==> config.mk <==
export PLATFORM = sky130hd
export DESIGN_NAME = font_rom_glyph_fetcher
export DESIGN_NICKNAME = d
export VERILOG_FILES = /design/src/design/frgf_pkg.sv /design/src/design/frgf_map.sv /design/src/design/font_rom_glyph_fetcher.sv
export SDC_FILE = /design/constraint.sdc
export NUM_CORES = 1
export LEC_CHECK = 0
export BUFFER_PORTS_ARGS = -buffer_cell sky130_fd_sc_hd__buf_2
export CAP_MARGIN = 0
export CORE_UTILIZATION = 45
export DETAILED_ROUTE_END_ITERATION = 8
export SYNTH_ARGS = -nofsm -noshare
export SYNTH_HDL_FRONTEND = slang
export SYNTH_SLANG_ARGS = --single-unit
==> constraint.sdc <==
create_clock -name clk -period 3.8 [get_ports clk]
set_input_delay 0.76 -clock clk [delete_from_list [all_inputs] [get_ports clk]]
set_output_delay 0.76 -clock clk [all_outputs]
set_load 0.01 [all_outputs]
==> src/design/frgf_pkg.sv <==
// ----------------------------------------------------------------------------
// Font ROM glyph fetcher package
// Operation codes, register map, ROM command and shared types.
// ----------------------------------------------------------------------------
`timescale 1ns / 1ps
`default_nettype none

package frgf_pkg;

	localparam int ADDRESS_BITS_DEFAULT = 24;
	localparam int ASCII_BASE_W = 24;
	localparam logic [ASCII_BASE_W-1:0] ASCII_BASE_RESET = 24'h03B7C0;
	localparam logic [7:0] READ_CMD = 8'h03;

	localparam int PADDR_W = 3;
	localparam int PDATA_W = 32;
	localparam logic REG_ASCII_BASE = 1'b0;

	typedef enum logic [1:0] {
		OP_TICK   = 2'd0,
		OP_GLYPH  = 2'd1,
		OP_COLUMN = 2'd2,
		OP_NOP    = 2'd3
	} op_t;

	typedef struct packed {
		logic hanzi;
		logic unmapped;
	} map_info_t;

endpackage

`default_nettype wire

==> src/design/frgf_map.sv <==
// ----------------------------------------------------------------------------
// Font ROM glyph address mapper
// Turns an ASCII code or a GB2312 row and cell pair into a glyph base address.
// ----------------------------------------------------------------------------
`timescale 1ns / 1ps
`default_nettype none

module frgf_map #(
	parameter int ADDRESS_BITS = frgf_pkg::ADDRESS_BITS_DEFAULT
) (
	input  wire logic [7:0]                            char_high,
	input  wire logic [7:0]                            char_low,
	input  wire logic [frgf_pkg::ASCII_BASE_W-1:0]     ascii_base,
	input  wire logic [ADDRESS_BITS-1:0]               prev_base,
	output logic      [ADDRESS_BITS-1:0]               glyph_base,
	output frgf_pkg::map_info_t                        info
);

	logic        is_ascii;
	logic        cell_ok;
	logic        row_a9;
	logic        row_a1;
	logic        row_b0;
	logic [6:0]  row_idx;
	logic [6:0]  cell_idx;
	logic [9:0]  row_add;
	logic [12:0] glyph_idx;
	logic [32:0] ascii_sum;
	logic [31:0] hanzi_base;

	always_comb begin
		is_ascii = (char_high >= 8'h20) && (char_high <= 8'h7E);
		cell_ok  = (char_low >= 8'hA1);
		row_a9   = (char_high == 8'hA9);
		row_a1   = (char_high >= 8'hA1) && (char_high <= 8'hA3);
		row_b0   = (char_high >= 8'hB0) && (char_high <= 8'hF7);
		cell_idx = 7'(char_low - 8'hA1);
		row_idx  = 7'd0;
		row_add  = 10'd0;
		if (row_a9) begin
			row_add = 10'd282;
		end else if (row_a1) begin
			row_idx = 7'(char_high - 8'hA1);
		end else begin
			row_idx = 7'(char_high - 8'hB0);
			row_add = 10'd846;
		end
		glyph_idx  = (13'(row_idx) * 13'd94) + 13'(cell_idx) + 13'(row_add);
		hanzi_base = 32'(glyph_idx) << 5;
		ascii_sum  = 33'(ascii_base) + (33'(char_high - 8'h20) << 4);

		info.hanzi    = !is_ascii;
		info.unmapped = 1'b0;
		if (is_ascii) begin
			glyph_base = ascii_sum[ADDRESS_BITS-1:0];
		end else if (cell_ok && (row_a9 || row_a1 || row_b0)) begin
			glyph_base = hanzi_base[ADDRESS_BITS-1:0];
		end else begin
			glyph_base    = prev_base;
			info.unmapped = 1'b1;
		end
	end

endmodule

`default_nettype wire

==> src/design/font_rom_glyph_fetcher.sv <==
// ----------------------------------------------------------------------------
// Font ROM glyph fetcher
// Serial-flash read sequencer for an 8x16 ASCII and 16x16 GB2312 font ROM.
// ----------------------------------------------------------------------------
// Input channel (in_valid, in_stall): each item is a bit tick, a whole glyph
// request or a single column request. A request latches the character and
// the glyph address; each later tick is one serial clock period that drives
// chip_select_n and mosi and samples miso. A read sends command 0x03, then
// ADDRESS_BITS address bits MSB first, then assembles data bytes MSB first.
// Output channel (out_valid, out_stall): one result item per input item.
// An item taken at one edge shows its result at the output register after that
// edge. One item is accepted every cycle while in_stall is low; the rate is
// set by the single state update between the input and the result register.
// in_stall is raised only while a held result is stalled, so the
// block keeps accepting items while the receiver takes each result.
// Reset empties the output register, returns the sequencer to idle and sets
// ascii_base to its default; no clearing pass is needed. The user must write
// ascii_base (APB address 0) only while idle; the block itself does not enforce it.
// ----------------------------------------------------------------------------
`timescale 1ns / 1ps
`default_nettype none

module font_rom_glyph_fetcher #(
	parameter int ADDRESS_BITS = frgf_pkg::ADDRESS_BITS_DEFAULT
) (
	input  wire logic                            clk,
	input  wire logic                            arst_n,

	input  wire logic                            psel,
	input  wire logic                            penable,
	input  wire logic                            pwrite,
	input  wire logic [frgf_pkg::PADDR_W-1:0]    paddr,
	input  wire logic [frgf_pkg::PDATA_W-1:0]    pwdata,
	output logic      [frgf_pkg::PDATA_W-1:0]    prdata,
	output logic                                 pready,

	input  wire logic                            in_valid,
	output logic                                 in_stall,
	input  wire logic [1:0]                      operation,
	input  wire logic [7:0]                      char_high,
	input  wire logic [7:0]                      char_low,
	input  wire logic [3:0]                      column,
	input  wire logic                            miso,

	output logic                                 out_valid,
	input  wire logic                            out_stall,
	output logic                                 chip_select_n,
	output logic                                 mosi,
	output logic      [7:0]                      data_byte,
	output logic                                 byte_valid,
	output logic                                 last_byte,
	output logic                                 is_hanzi,
	output logic                                 code_unmapped,
	output logic                                 busy_res
);

	localparam int CW = $clog2(ADDRESS_BITS);

	typedef enum logic [2:0] {
		PH_IDLE,
		PH_CMD,
		PH_ADDR,
		PH_DATA,
		PH_GAP
	} phase_t;

	phase_t                                phase_q, phase_d;
	logic [CW-1:0]                         bit_cnt_q, bit_cnt_d;
	logic [ADDRESS_BITS-1:0]               fetch_addr_q, fetch_addr_d;
	logic [7:0]                            shift_q, shift_d;
	logic [5:0]                            bytes_left_q, bytes_left_d;
	logic                                  second_pend_q, second_pend_d;
	logic                                  hanzi_q, hanzi_d;
	logic                                  unmapped_q, unmapped_d;
	logic [ADDRESS_BITS-1:0]               glyph_base_q, glyph_base_d;
	logic [frgf_pkg::ASCII_BASE_W-1:0]     ascii_base_q;

	logic                                  out_valid_q;
	logic                                  cs_n_q, mosi_q, byte_valid_q, last_q;
	logic                                  hanzi_out_q, unmapped_out_q, busy_q;
	logic [7:0]                            data_q;

	logic                                  take;
	logic                                  cfg_write;
	logic [ADDRESS_BITS-1:0]               map_base;
	frgf_pkg::map_info_t                   map_info;
	frgf_pkg::op_t                         op;
	logic                                  cs_n_d, mosi_d, byte_valid_d, last_d;
	logic [7:0]                            data_d;
	logic [CW-1:0]                         cnt_inc;
	logic [CW-1:0]                         addr_idx;
	logic [5:0]                            bytes_dec;
	logic                                  link_active;

	assign pready    = 1'b1;
	assign cfg_write = psel && penable && pwrite;
	assign prdata    = (paddr[2] == frgf_pkg::REG_ASCII_BASE) ?
		frgf_pkg::PDATA_W'(ascii_base_q) : '0;

	assign in_stall = out_valid_q && out_stall;
	assign take     = in_valid && !in_stall;
	assign op       = frgf_pkg::op_t'(operation);

	frgf_map #(
		.ADDRESS_BITS(ADDRESS_BITS)
	) u_map (
		.char_high (char_high),
		.char_low  (char_low),
		.ascii_base(ascii_base_q),
		.prev_base (glyph_base_q),
		.glyph_base(map_base),
		.info      (map_info)
	);

	always_comb begin
		phase_d       = phase_q;
		bit_cnt_d     = bit_cnt_q;
		fetch_addr_d  = fetch_addr_q;
		shift_d       = shift_q;
		bytes_left_d  = bytes_left_q;
		second_pend_d = second_pend_q;
		hanzi_d       = hanzi_q;
		unmapped_d    = unmapped_q;
		glyph_base_d  = glyph_base_q;
		cs_n_d        = 1'b1;
		mosi_d        = 1'b0;
		data_d        = 8'd0;
		byte_valid_d  = 1'b0;
		last_d        = 1'b0;
		cnt_inc       = bit_cnt_q + 1'b1;
		addr_idx      = CW'(ADDRESS_BITS - 1) - bit_cnt_q;
		bytes_dec     = (bytes_left_q != 6'd0) ? bytes_left_q - 6'd1 : 6'd0;
		link_active   = (phase_q == PH_CMD) || (phase_q == PH_ADDR) ||
			(phase_q == PH_DATA);

		case (op)
			frgf_pkg::OP_GLYPH, frgf_pkg::OP_COLUMN: begin
				if (phase_q == PH_IDLE) begin
					hanzi_d      = map_info.hanzi;
					unmapped_d   = map_info.unmapped;
					glyph_base_d = map_base;
					phase_d      = PH_CMD;
					bit_cnt_d    = '0;
					shift_d      = 8'd0;
					if (op == frgf_pkg::OP_GLYPH) begin
						fetch_addr_d  = map_base;
						bytes_left_d  = map_info.hanzi ? 6'd32 : 6'd16;
						second_pend_d = 1'b0;
					end else begin
						fetch_addr_d  = map_base + ADDRESS_BITS'(column);
						bytes_left_d  = 6'd1;
						second_pend_d = 1'b1;
					end
				end else begin
					cs_n_d = !link_active;
				end
			end
			frgf_pkg::OP_TICK: begin
				case (phase_q)
					PH_IDLE: begin
					end
					PH_CMD: begin
						cs_n_d    = 1'b0;
						mosi_d    = frgf_pkg::READ_CMD[3'd7 - bit_cnt_q[2:0]];
						bit_cnt_d = cnt_inc;
						if (bit_cnt_q == CW'(7)) begin
							phase_d   = PH_ADDR;
							bit_cnt_d = '0;
						end
					end
					PH_ADDR: begin
						cs_n_d    = 1'b0;
						mosi_d    = fetch_addr_q[addr_idx];
						bit_cnt_d = cnt_inc;
						if (bit_cnt_q == CW'(ADDRESS_BITS - 1)) begin
							phase_d   = PH_DATA;
							bit_cnt_d = '0;
							shift_d   = 8'd0;
						end
					end
					PH_DATA: begin
						cs_n_d    = 1'b0;
						shift_d   = {shift_q[6:0], miso};
						bit_cnt_d = cnt_inc;
						if (bit_cnt_q == CW'(7)) begin
							bit_cnt_d    = '0;
							byte_valid_d = 1'b1;
							data_d       = {shift_q[6:0], miso};
							shift_d      = 8'd0;
							bytes_left_d = bytes_dec;
							if (bytes_dec == 6'd0) begin
								if (second_pend_q) begin
									second_pend_d = 1'b0;
									fetch_addr_d  = fetch_addr_q +
										(hanzi_q ? ADDRESS_BITS'(16) : ADDRESS_BITS'(8));
									phase_d       = PH_GAP;
								end else begin
									last_d  = 1'b1;
									phase_d = PH_IDLE;
								end
							end
						end
					end
					PH_GAP: begin
						phase_d      = PH_CMD;
						bit_cnt_d    = '0;
						bytes_left_d = 6'd1;
					end
					default: begin
						phase_d = PH_IDLE;
					end
				endcase
			end
			default: begin
				cs_n_d = !link_active;
			end
		endcase
	end

	always_ff @(posedge clk or negedge arst_n) begin
		if (!arst_n) begin
			ascii_base_q <= frgf_pkg::ASCII_BASE_RESET;
		end else if (cfg_write && (paddr[2] == frgf_pkg::REG_ASCII_BASE)) begin
			ascii_base_q <= pwdata[frgf_pkg::ASCII_BASE_W-1:0];
		end
	end

	always_ff @(posedge clk or negedge arst_n) begin
		if (!arst_n) begin
			phase_q       <= PH_IDLE;
			bit_cnt_q     <= '0;
			fetch_addr_q  <= '0;
			shift_q       <= 8'd0;
			bytes_left_q  <= 6'd0;
			second_pend_q <= 1'b0;
			hanzi_q       <= 1'b0;
			unmapped_q    <= 1'b0;
			glyph_base_q  <= '0;
		end else if (take) begin
			phase_q       <= phase_d;
			bit_cnt_q     <= bit_cnt_d;
			fetch_addr_q  <= fetch_addr_d;
			shift_q       <= shift_d;
			bytes_left_q  <= bytes_left_d;
			second_pend_q <= second_pend_d;
			hanzi_q       <= hanzi_d;
			unmapped_q    <= unmapped_d;
			glyph_base_q  <= glyph_base_d;
		end
	end

	always_ff @(posedge clk or negedge arst_n) begin
		if (!arst_n) begin
			out_valid_q <= 1'b0;
		end else if (take) begin
			out_valid_q <= 1'b1;
		end else if (!out_stall) begin
			out_valid_q <= 1'b0;
		end
	end

	always_ff @(posedge clk) begin
		if (take) begin
			cs_n_q         <= cs_n_d;
			mosi_q         <= mosi_d;
			data_q         <= data_d;
			byte_valid_q   <= byte_valid_d;
			last_q         <= last_d;
			hanzi_out_q    <= hanzi_d;
			unmapped_out_q <= unmapped_d;
			busy_q         <= (phase_d != PH_IDLE);
		end
	end

	assign out_valid     = out_valid_q;
	assign chip_select_n = cs_n_q;
	assign mosi          = mosi_q;
	assign data_byte     = data_q;
	assign byte_valid    = byte_valid_q;
	assign last_byte     = last_q;
	assign is_hanzi      = hanzi_out_q;
	assign code_unmapped = unmapped_out_q;
	assign busy_res      = busy_q;

endmodule

`default_nettype wire

==> out/qor.tcl, run 1 <==
set qor(n_antenna_cell) 0
set qor(syn2layout_area_growth_pct) 35.4
set qor(num_vias) 8748
set qor(largest_net_degree_at_the_start_of_global_routing) 52
set qor(worst_r2r_path_depth) 12
set qor(synthArstFlopShare_pct) 86.6
set qor(place.gp.congestion) 0.837
set qor(net_sw_power_mw) 3.49
set qor(fill_cell_instance_count_of_the_final_layout) 1776
set qor(clock.fmax_mhz) 151
set qor(clock_power_share_pct) 10.7
set qor(comb_pwr_share_pct) 66.8
set qor(sum_of_buffers_and_inverters_on_the_critical_path) 9
set qor(post-route-drc-count) 0
set qor(switching_share_pct) 40.4
set qor(failed_checks) {negative setup slack}
set qor(cp.arrival_ns) 6.92
set qor(path_delay_family) {adder cells}
set qor(wl_per_cell_um) 15.4
set qor(share_seq_of_total_power_pct) 22.5
set qor(worst_slew_pin_slew_ns) 0.737
set qor(layout.cells.most_common_list) {202 x sky130_fd_sc_hd__buf_4, 101 x sky130_fd_sc_hd__nand2_1, 92 x sky130_fd_sc_hd__buf_2}
set qor(coreArea_um2) 21000
set qor(htree_levels) 3
set qor(vias_per_cell) 5.35
set qor(layout.nets) 1523
set qor(drive_above_1_share_pct) 37.9
set qor(first_pass_grt_wire_length_um) 42100
set qor(power_per_cell_area_nw_per_um2) 660
set qor(detail-route-antenna-nets) 0
set qor(p_leak_nw) 5.95
set qor(p_total_mw) 8.65
set qor(gr-usage-all-layers_pct) 23.8
set qor(setup_repair_after_global_routing_missed_its_margin) {yes}
set qor(floorplan_row_count) 53
set qor(endpoint_kind) {flip-flop}
set qor(synth.yosys.warnings) 0
set qor(cts-root-buf) {sky130_fd_sc_hd__clkbuf_16}
set qor(post_synth_edffs) 15
set qor(peakVddDrop_v) 0.000567
set qor(slowest_delay_ns) 0.52
set qor(hold-worst-slack_ns) 0.403
set qor(finalSetupViolCount) 31
set qor(netlist.area_leader.share_pct) 22.5
set qor(io_pins) 115
set qor(fin_crit_ns) 6.64
set qor(grt_pass1_vias) 8435
set qor(antenna_found_initial) 0
set qor(worst-setup-path-type) {input port to flip-flop}
set qor(synth_top_flop_cell) {sky130_fd_sc_hd__dfrtp_1}
set qor(critical-path-slowest-cell) {sky130_fd_sc_hd__fa_1}
set qor(postLayoutCellArea_um2) 13100
set qor(slew_headroom_pct) 50.8
set qor(critical_path.startpoint_type) {input port}
set qor(timing.critical_path.required_ns) 4.09
set qor(cts_buffers) 9
set qor(detailed_place_hpwl_um) 19100
set qor(first_pass_iters) 5
set qor(crit_top_cell) {sky130_fd_sc_hd__ha_4}
set qor(run_status) {finished with violations}
set qor(hold_path_class) {input port to async pin}
set qor(start_util_pct) 46.0
set qor(die_y_um) 149
set qor(finalClockSkew_ns) 0.00531
set qor(max-cap-violations) 0
set qor(syn-cell-area_um2) 9670
set qor(ys_seq_area_share_pct) 29.9
set qor(cts_tree) {yes}
set qor(finalHoldViolCount) 0
set qor(synth_top_area_cell) {sky130_fd_sc_hd__dfrtp_1}
set qor(post-route-worst-setup-slack_ns) -2.84
set qor(cts-root-to-sink-buffers) 2
set qor(synthCells) 1071
set qor(synth_area_leaders) {sky130_fd_sc_hd__dfrtp_1 23%, sky130_fd_sc_hd__ha_1 11%, sky130_fd_sc_hd__o21ai_0 4.7%}
set qor(count_of_buffers_inserted_at_the_top_level_ports) 95
set qor(worstSetupPathDepth) 33
set qor(worstPathMaxFanout) 4
set qor(cts-hold-fix-buffers) 0
set qor(final_cell_count_no_fill) 1636
set qor(die-area_um2) 22100
set qor(detailed_place.area_um2) 11900
set qor(first_iter_violations) 514
set qor(place.detailed.instances) 1586
set qor(clock_latency_ns) 0.36
set qor(die_width_um) 149
set qor(layout_commonest_cell) {sky130_fd_sc_hd__buf_4}
set qor(postSynthRegisterBits) 112
set qor(worst_setup_hold_path_clk_slew_ns) 0.08
set qor(drt_wl_total_um) 25100
set qor(final_max_slew_viol_count) 0
set qor(overflow) 0
set qor(period_share_pct) 175
set qor(cts_sinks) 112
set qor(internal_power_mw) 5.16
set qor(post_synth_num_cell_types) 88
set qor(syn-mean-instance-area_um2) 9.03
-- per-layer routing --
layer / up-vias / GRT usage (%) / part of all wire, %
li1: 4399 / - / -
met1: 4142 / 33.9 / 49
met2: 190 / 38.7 / 46
met3: 17 / 3.25 / 4.2
met4: 0 / 4.18 / 0.82
met5: - / 0 / 0
-- worst register-to-register path: stages (launching register included) --
cell,delay [ns]
sky130_fd_sc_hd__dfrtp_1,0.41
sky130_fd_sc_hd__ha_1,0.23
sky130_fd_sc_hd__fa_1,0.39
sky130_fd_sc_hd__a21o_1,0.20
sky130_fd_sc_hd__a22oi_1,0.29
sky130_fd_sc_hd__o2111ai_1,0.23
sky130_fd_sc_hd__o311a_1,0.35
sky130_fd_sc_hd__o41ai_1,0.31
sky130_fd_sc_hd__xnor2_1,0.19
sky130_fd_sc_hd__a22oi_1,0.13
sky130_fd_sc_hd__nand4b_1,0.23
sky130_fd_sc_hd__or4_1,0.48
sky130_fd_sc_hd__nand3_1,0.09
-- layout make-up --
| class | count | area [µm²] | area share, % |
|---|---|---|---|
| clock buffer | 9 | 225 | 1.72 |
| clock inverter | 7 | 56.3 | 0.430 |
| inverter | 72 | 288 | 2.20 |
| multi-input combinational | 841 | 6980 | 53.3 |
| sequential | 112 | 2890 | 22.1 |
| tap | 275 | 344 | 2.63 |
| timing repair buffer | 320 | 2310 | 17.7 |
-- final timing paths --
check / endpoint / from / slack (ns)
hold / removal: glyph_base_q[8] / arst_n / 0.40
setup reg to reg: fetch_addr_q[23] / ascii_base_q[4] / 0.22
setup / recovery: fetch_addr_q[19] / char_high[4] / -2.84
max in group asynchronous: fetch_addr_q[23] / arst_n / 2.69
hold reg to reg: shift_q[6] / shift_q[6] / 0.48
min in group clk: shift_q[6] / shift_q[6] / 0.48
-- power groups by stage --
stage	Clock, mW	Combinational (mW)	Sequential (mW)
6_report	0.925	5.78	1.95
2_1_floorplan	0	3.20	1.85
5_1_grt	0.988	6.35	2.01
4_1_cts	0.947	5.31	1.94
3_5_place_dp	0	4.72	1.96
3_3_place_gp	0	4.66	1.94
-- Yosys cell counts (5+ instances only) --
library cell / count
sky130_fd_sc_hd__dfrtp_1: 87
sky130_fd_sc_hd__a22o_1: 6
sky130_fd_sc_hd__and2_1: 12
sky130_fd_sc_hd__edfxtp_1: 15
sky130_fd_sc_hd__a22oi_1: 11
sky130_fd_sc_hd__ha_1: 82
sky130_fd_sc_hd__o41ai_1: 5
sky130_fd_sc_hd__xor2_1: 26
sky130_fd_sc_hd__xnor2_1: 33
sky130_fd_sc_hd__o221ai_1: 5
sky130_fd_sc_hd__mux2i_1: 12
sky130_fd_sc_hd__nand3_1: 28
sky130_fd_sc_hd__nand2_1: 105
sky130_fd_sc_hd__a21o_1: 15
sky130_fd_sc_hd__o21a_1: 8
sky130_fd_sc_hd__o211ai_1: 7
sky130_fd_sc_hd__a211oi_1: 11
sky130_fd_sc_hd__fa_1: 20
sky130_fd_sc_hd__a21oi_1: 48
sky130_fd_sc_hd__inv_1: 71
sky130_fd_sc_hd__dfstp_2: 10
sky130_fd_sc_hd__buf_2: 6
sky130_fd_sc_hd__o21ai_0: 91
sky130_fd_sc_hd__a31oi_1: 13
sky130_fd_sc_hd__buf_4: 9
sky130_fd_sc_hd__nor2_1: 59
sky130_fd_sc_hd__nor2b_1: 36
sky130_fd_sc_hd__mux4_2: 7
sky130_fd_sc_hd__o31ai_1: 6
sky130_fd_sc_hd__nand2b_1: 10
sky130_fd_sc_hd__and3_1: 21
sky130_fd_sc_hd__clkbuf_1: 34
sky130_fd_sc_hd__nor3_1: 26
sky130_fd_sc_hd__mux2_2: 38
sky130_fd_sc_hd__nand4_1: 8
sky130_fd_sc_hd__or3_1: 5
-- registers in the layout (all words and copies together), names as in the netlist --
register / count
ascii_base_q: 24
bit_cnt_q: 5
busy_res: 1
byte_valid: 1
bytes_left_q: 6
chip_select_n: 1
code_unmapped: 1
data_byte: 8
fetch_addr_q: 24
glyph_base_q: 24
hanzi_q: 1
is_hanzi: 1
last_byte: 1
mosi: 1
out_valid: 1
phase_q: 3
second_pend_q: 1
shift_q: 7
unmapped_q: 1
-- what timing repair did --
action	CTS	global route
endpoints found under the setup margin	32	32
gates resized for setup	89	46
setup buffers	22	14
pin swaps	59	39
cloned	0	0
-- metrics by stage --
step                TNS (ns)  setup WS (ns)  utilization, %
floorplan             -55.80          -2.85               -
global placement      -72.30          -3.21            56.8
detailed placement    -75.37          -3.35            56.8
CTS                   -56.61          -2.90            60.7
global route          -65.06          -3.04            62.3
finish                -59.71          -2.84            62.3
-- logic make-up (layout without fill, tap and decap cells) --
logic type      after synthesis  count (layout)  share of synthesized area, %
compound gates              275             275                          19.3
fa+ha+maj                   102             102                          14.7
buf+inv                     125             408                          5.44
xor+xnor                     60              60                          5.59
flops                       112             112                          29.9
other cells                   2               9                        0.0776
mux                          57              57                          7.29
simple gates                338             338                          17.7
(Power assumes the default switching activity.)
==> run 2, diff against run 1 <==
--- a/config.mk
+++ b/config.mk
@@ -5,6 +5,7 @@
 export SDC_FILE = /design/constraint.sdc
 export NUM_CORES = 1
 export LEC_CHECK = 0
+export ABC_AREA = 1
 export BUFFER_PORTS_ARGS = -buffer_cell sky130_fd_sc_hd__buf_2
 export CAP_MARGIN = 0
 export CORE_UTILIZATION = 45
==> run 2 against run 1 <==
Against the previous run: first-iteration DRC count increased by 27%; die area increased by 4.1%; the flow still finishes with violations (negative setup slack); clock power increased by 11%; largest power group unchanged.
==> out/qor.tcl, run 2 <==
set qor(run_status) {finished with violations}
set qor(failed_checks) {negative setup slack}
set qor(synth.yosys.warnings) 0
set qor(setup_repair_after_global_routing_missed_its_margin) {yes}
set qor(start_util_pct) 46.1
set qor(floorplan_row_count) 54
set qor(postSynthRegisterBits) 112
set qor(vias_per_cell) 5.16
set qor(synth_top_area_cell) {sky130_fd_sc_hd__dfrtp_1}
set qor(finalClockSkew_ns) 0.0184
set qor(sum_of_buffers_and_inverters_on_the_critical_path) 6
set qor(layout_commonest_cell) {sky130_fd_sc_hd__nand2_1}
set qor(setup_total_negative_slack_ns) -46.40
set qor(antenna_found_initial) 0
set qor(synthMostInstantiatedCell) {sky130_fd_sc_hd__nand2_1}
set qor(cts_tree) {yes}
set qor(cts_sinks) 112
set qor(post_synth_num_cell_types) 59
set qor(post-route-drc-count) 0
set qor(largest_net_degree_at_the_start_of_global_routing) 50
set qor(worstSetupPathDepth) 37
set qor(peakVddDrop_v) 0.000471
set qor(gr-usage-all-layers_pct) 25.6
set qor(power_per_cell_area_nw_per_um2) 630
set qor(comb_pwr_share_pct) 67.7
set qor(slew_headroom_pct) 27.2
set qor(cp.arrival_ns) 6.06
set qor(critical_path.startpoint_type) {input port}
set qor(internal_power_mw) 4.90
set qor(synth_area_leaders) {sky130_fd_sc_hd__dfrtp_1 22%, sky130_fd_sc_hd__ha_1 10%, sky130_fd_sc_hd__nand2_1 9.2%}
set qor(worst-setup-path-type) {input port to flip-flop}
set qor(io_pins) 115
set qor(overflow) 0
set qor(detail-route-antenna-nets) 0
set qor(die_width_um) 152
set qor(clock_power_share_pct) 11.6
set qor(worst_r2r_path_depth) 22
set qor(max-cap-violations) 0
set qor(coreArea_um2) 21900
set qor(post-route-worst-setup-slack_ns) -1.95
set qor(layout.cells.most_common_list) {216 x sky130_fd_sc_hd__nand2_1, 191 x sky130_fd_sc_hd__inv_1, 189 x sky130_fd_sc_hd__buf_4}
set qor(clock.fmax_mhz) 174
set qor(drive_above_1_share_pct) 34.5
set qor(detailed_place_hpwl_um) 21200
set qor(path_delay_family) {adder cells}
set qor(post_synth_edffs) 15
set qor(clock_latency_ns) 0.38
set qor(p_leak_nw) 7.01
set qor(endpoint_kind) {flip-flop}
set qor(fin_crit_ns) 5.75
set qor(finalSetupViolCount) 36
set qor(cts-root-to-sink-buffers) 2
set qor(final_max_slew_viol_count) 0
set qor(first_pass_grt_wire_length_um) 47000
set qor(period_share_pct) 151
set qor(count_of_buffers_inserted_at_the_top_level_ports) 95
set qor(die-area_um2) 23000
set qor(hold_path_class) {input port to async pin}
set qor(synth_commonest_cells) {246 x sky130_fd_sc_hd__nand2_1, 224 x sky130_fd_sc_hd__inv_1, 151 x sky130_fd_sc_hd__nor2_1}
set qor(grt_pass1_vias) 9639
set qor(cts-root-buf) {sky130_fd_sc_hd__clkbuf_16}
set qor(worst_slew_pin_slew_ns) 1.09
set qor(timing.critical_path.required_ns) 4.10
set qor(syn-cell-area_um2) 10100
set qor(synthCells) 1403
set qor(layout.nets) 1877
set qor(ys_seq_area_share_pct) 28.7
set qor(first_iter_violations) 651
set qor(cts_buffers) 9
set qor(cts-hold-fix-buffers) 0
set qor(switching_share_pct) 44.8
set qor(syn2layout_area_growth_pct) 39.8
set qor(die_y_um) 152
set qor(synth_top_flop_cell) {sky130_fd_sc_hd__dfrtp_1}
set qor(place.gp.congestion) 0.887
set qor(num_vias) 10303
set qor(worst_setup_hold_path_clk_slew_ns) 0.09
set qor(first_pass_iters) 5
set qor(n_antenna_cell) 0
set qor(drt_wl_total_um) 28700
set qor(hold-worst-slack_ns) 0.426
set qor(p_total_mw) 8.88
set qor(share_seq_of_total_power_pct) 20.7
set qor(netlist.area_leader.share_pct) 21.6
set qor(wl_per_cell_um) 14.4
set qor(worstPathMaxFanout) 4
set qor(htree_levels) 3
set qor(syn-mean-instance-area_um2) 7.19
set qor(largest_registers) {ascii_base_q (24), fetch_addr_q (24), glyph_base_q (24)}
set qor(net_sw_power_mw) 3.98
set qor(slowest_delay_ns) 0.52
set qor(synthArstFlopShare_pct) 86.6
set qor(finalHoldViolCount) 0
set qor(critical-path-slowest-cell) {sky130_fd_sc_hd__fa_1}
run 2: through the flow:
step,cells,utilization [%],worst slack (ns),area [µm²]
after floorplan,1410,-,-2.11,10300
after global placement,1905,55.4,-2.48,12100
after detailed placement,1905,55.4,-2.62,12100
after CTS,1971,61.4,-1.97,13400
after global routing,1995,64.4,-2.25,14100
final,1995,64.4,-1.95,14100
run 2: path summary, 6_finish.rpt:
check	end	slack [ns]	from
worst max-delay path	fetch_addr_q[21]	-1.95	char_high[4]
worst min-delay path	fetch_addr_q[15]	0.43	arst_n
worst max register to register	fetch_addr_q[23]	0.32	hanzi_q
worst min register to register	glyph_base_q[5]	0.49	glyph_base_q[5]
max in group asynchronous	ascii_base_q[17]	2.62	arst_n
min in group clk	glyph_base_q[5]	0.49	glyph_base_q[5]
run 2: final cells by class:
type | count | area (µm²)
fill | 1928 | 7790
multi-input combinational | 1018 | 7100
sequential | 112 | 2890
timing repair buffer | 329 | 2490
inverter | 240 | 948
tap | 280 | 350
clock buffer | 9 | 225
clock inverter | 7 | 91.3
run 2: cells by family (layout without fill, tap and decap cells):
family	Yosys count	in the layout	synth area share [%]
AO/OA/AOI/OAI	300	300	16.9
adder cells (fa/ha/maj)	102	102	14.1
XOR/XNOR	33	33	2.87
buffers and inverters	280	585	11.2
flip-flops	112	112	28.7
AND/OR/NAND/NOR	574	574	26.1
other	2	9	0.0745
run 2: what timing repair did:
| item | 4_1_cts | 5_1_grt |
|---|---|---|
| buffers inserted | 51 | 27 |
| gates resized for setup | 142 | 129 |
| setup endpoints to repair | 27 | 37 |
| pin swaps | 81 | 81 |
| hold endpoints to repair | 0 | 0 |
run 2: power groups by stage:
stage	Clock (mW)	Combinational (mW)	Sequential, mW
global placement	0	4.66	1.83
floorplan	0	3.23	1.78
CTS	1.05	5.28	1.82
detailed placement	0	4.72	1.84
global route	1.09	6.66	1.88
finish	1.03	6.01	1.83
run 2: routing by layer:
layer	part of all wire, %	vias up	routed length, µm	global-route usage [%]
met5	0	-	0	0
met4	1.3	0	375	6.49
met3	4.2	28	1220	3.29
met2	45	256	12900	39.6
met1	49	4816	14100	37.4
li1	-	5203	-	-
run 2: worst register-to-register path, cell delays in order, from the launching register on:
cell                      delay, ns
sky130_fd_sc_hd__dfrtp_1       0.39
sky130_fd_sc_hd__inv_1         0.13
sky130_fd_sc_hd__ha_1          0.20
sky130_fd_sc_hd__inv_1         0.06
sky130_fd_sc_hd__fa_1          0.39
sky130_fd_sc_hd__inv_1         0.07
sky130_fd_sc_hd__nand2_1       0.07
sky130_fd_sc_hd__nor2_1        0.14
sky130_fd_sc_hd__nand3_1       0.11
sky130_fd_sc_hd__nor2_1        0.18
sky130_fd_sc_hd__nand2_1       0.07
sky130_fd_sc_hd__nor2_1        0.19
sky130_fd_sc_hd__nand2_1       0.12
sky130_fd_sc_hd__nor2_1        0.14
sky130_fd_sc_hd__nand3_1       0.16
sky130_fd_sc_hd__nor3_2        0.21
sky130_fd_sc_hd__nand2_1       0.13
sky130_fd_sc_hd__nor3_2        0.15
sky130_fd_sc_hd__nand2_1       0.09
sky130_fd_sc_hd__o21ai_0       0.14
sky130_fd_sc_hd__a21oi_1       0.06
sky130_fd_sc_hd__nor2_1        0.09
sky130_fd_sc_hd__a21oi_1       0.07
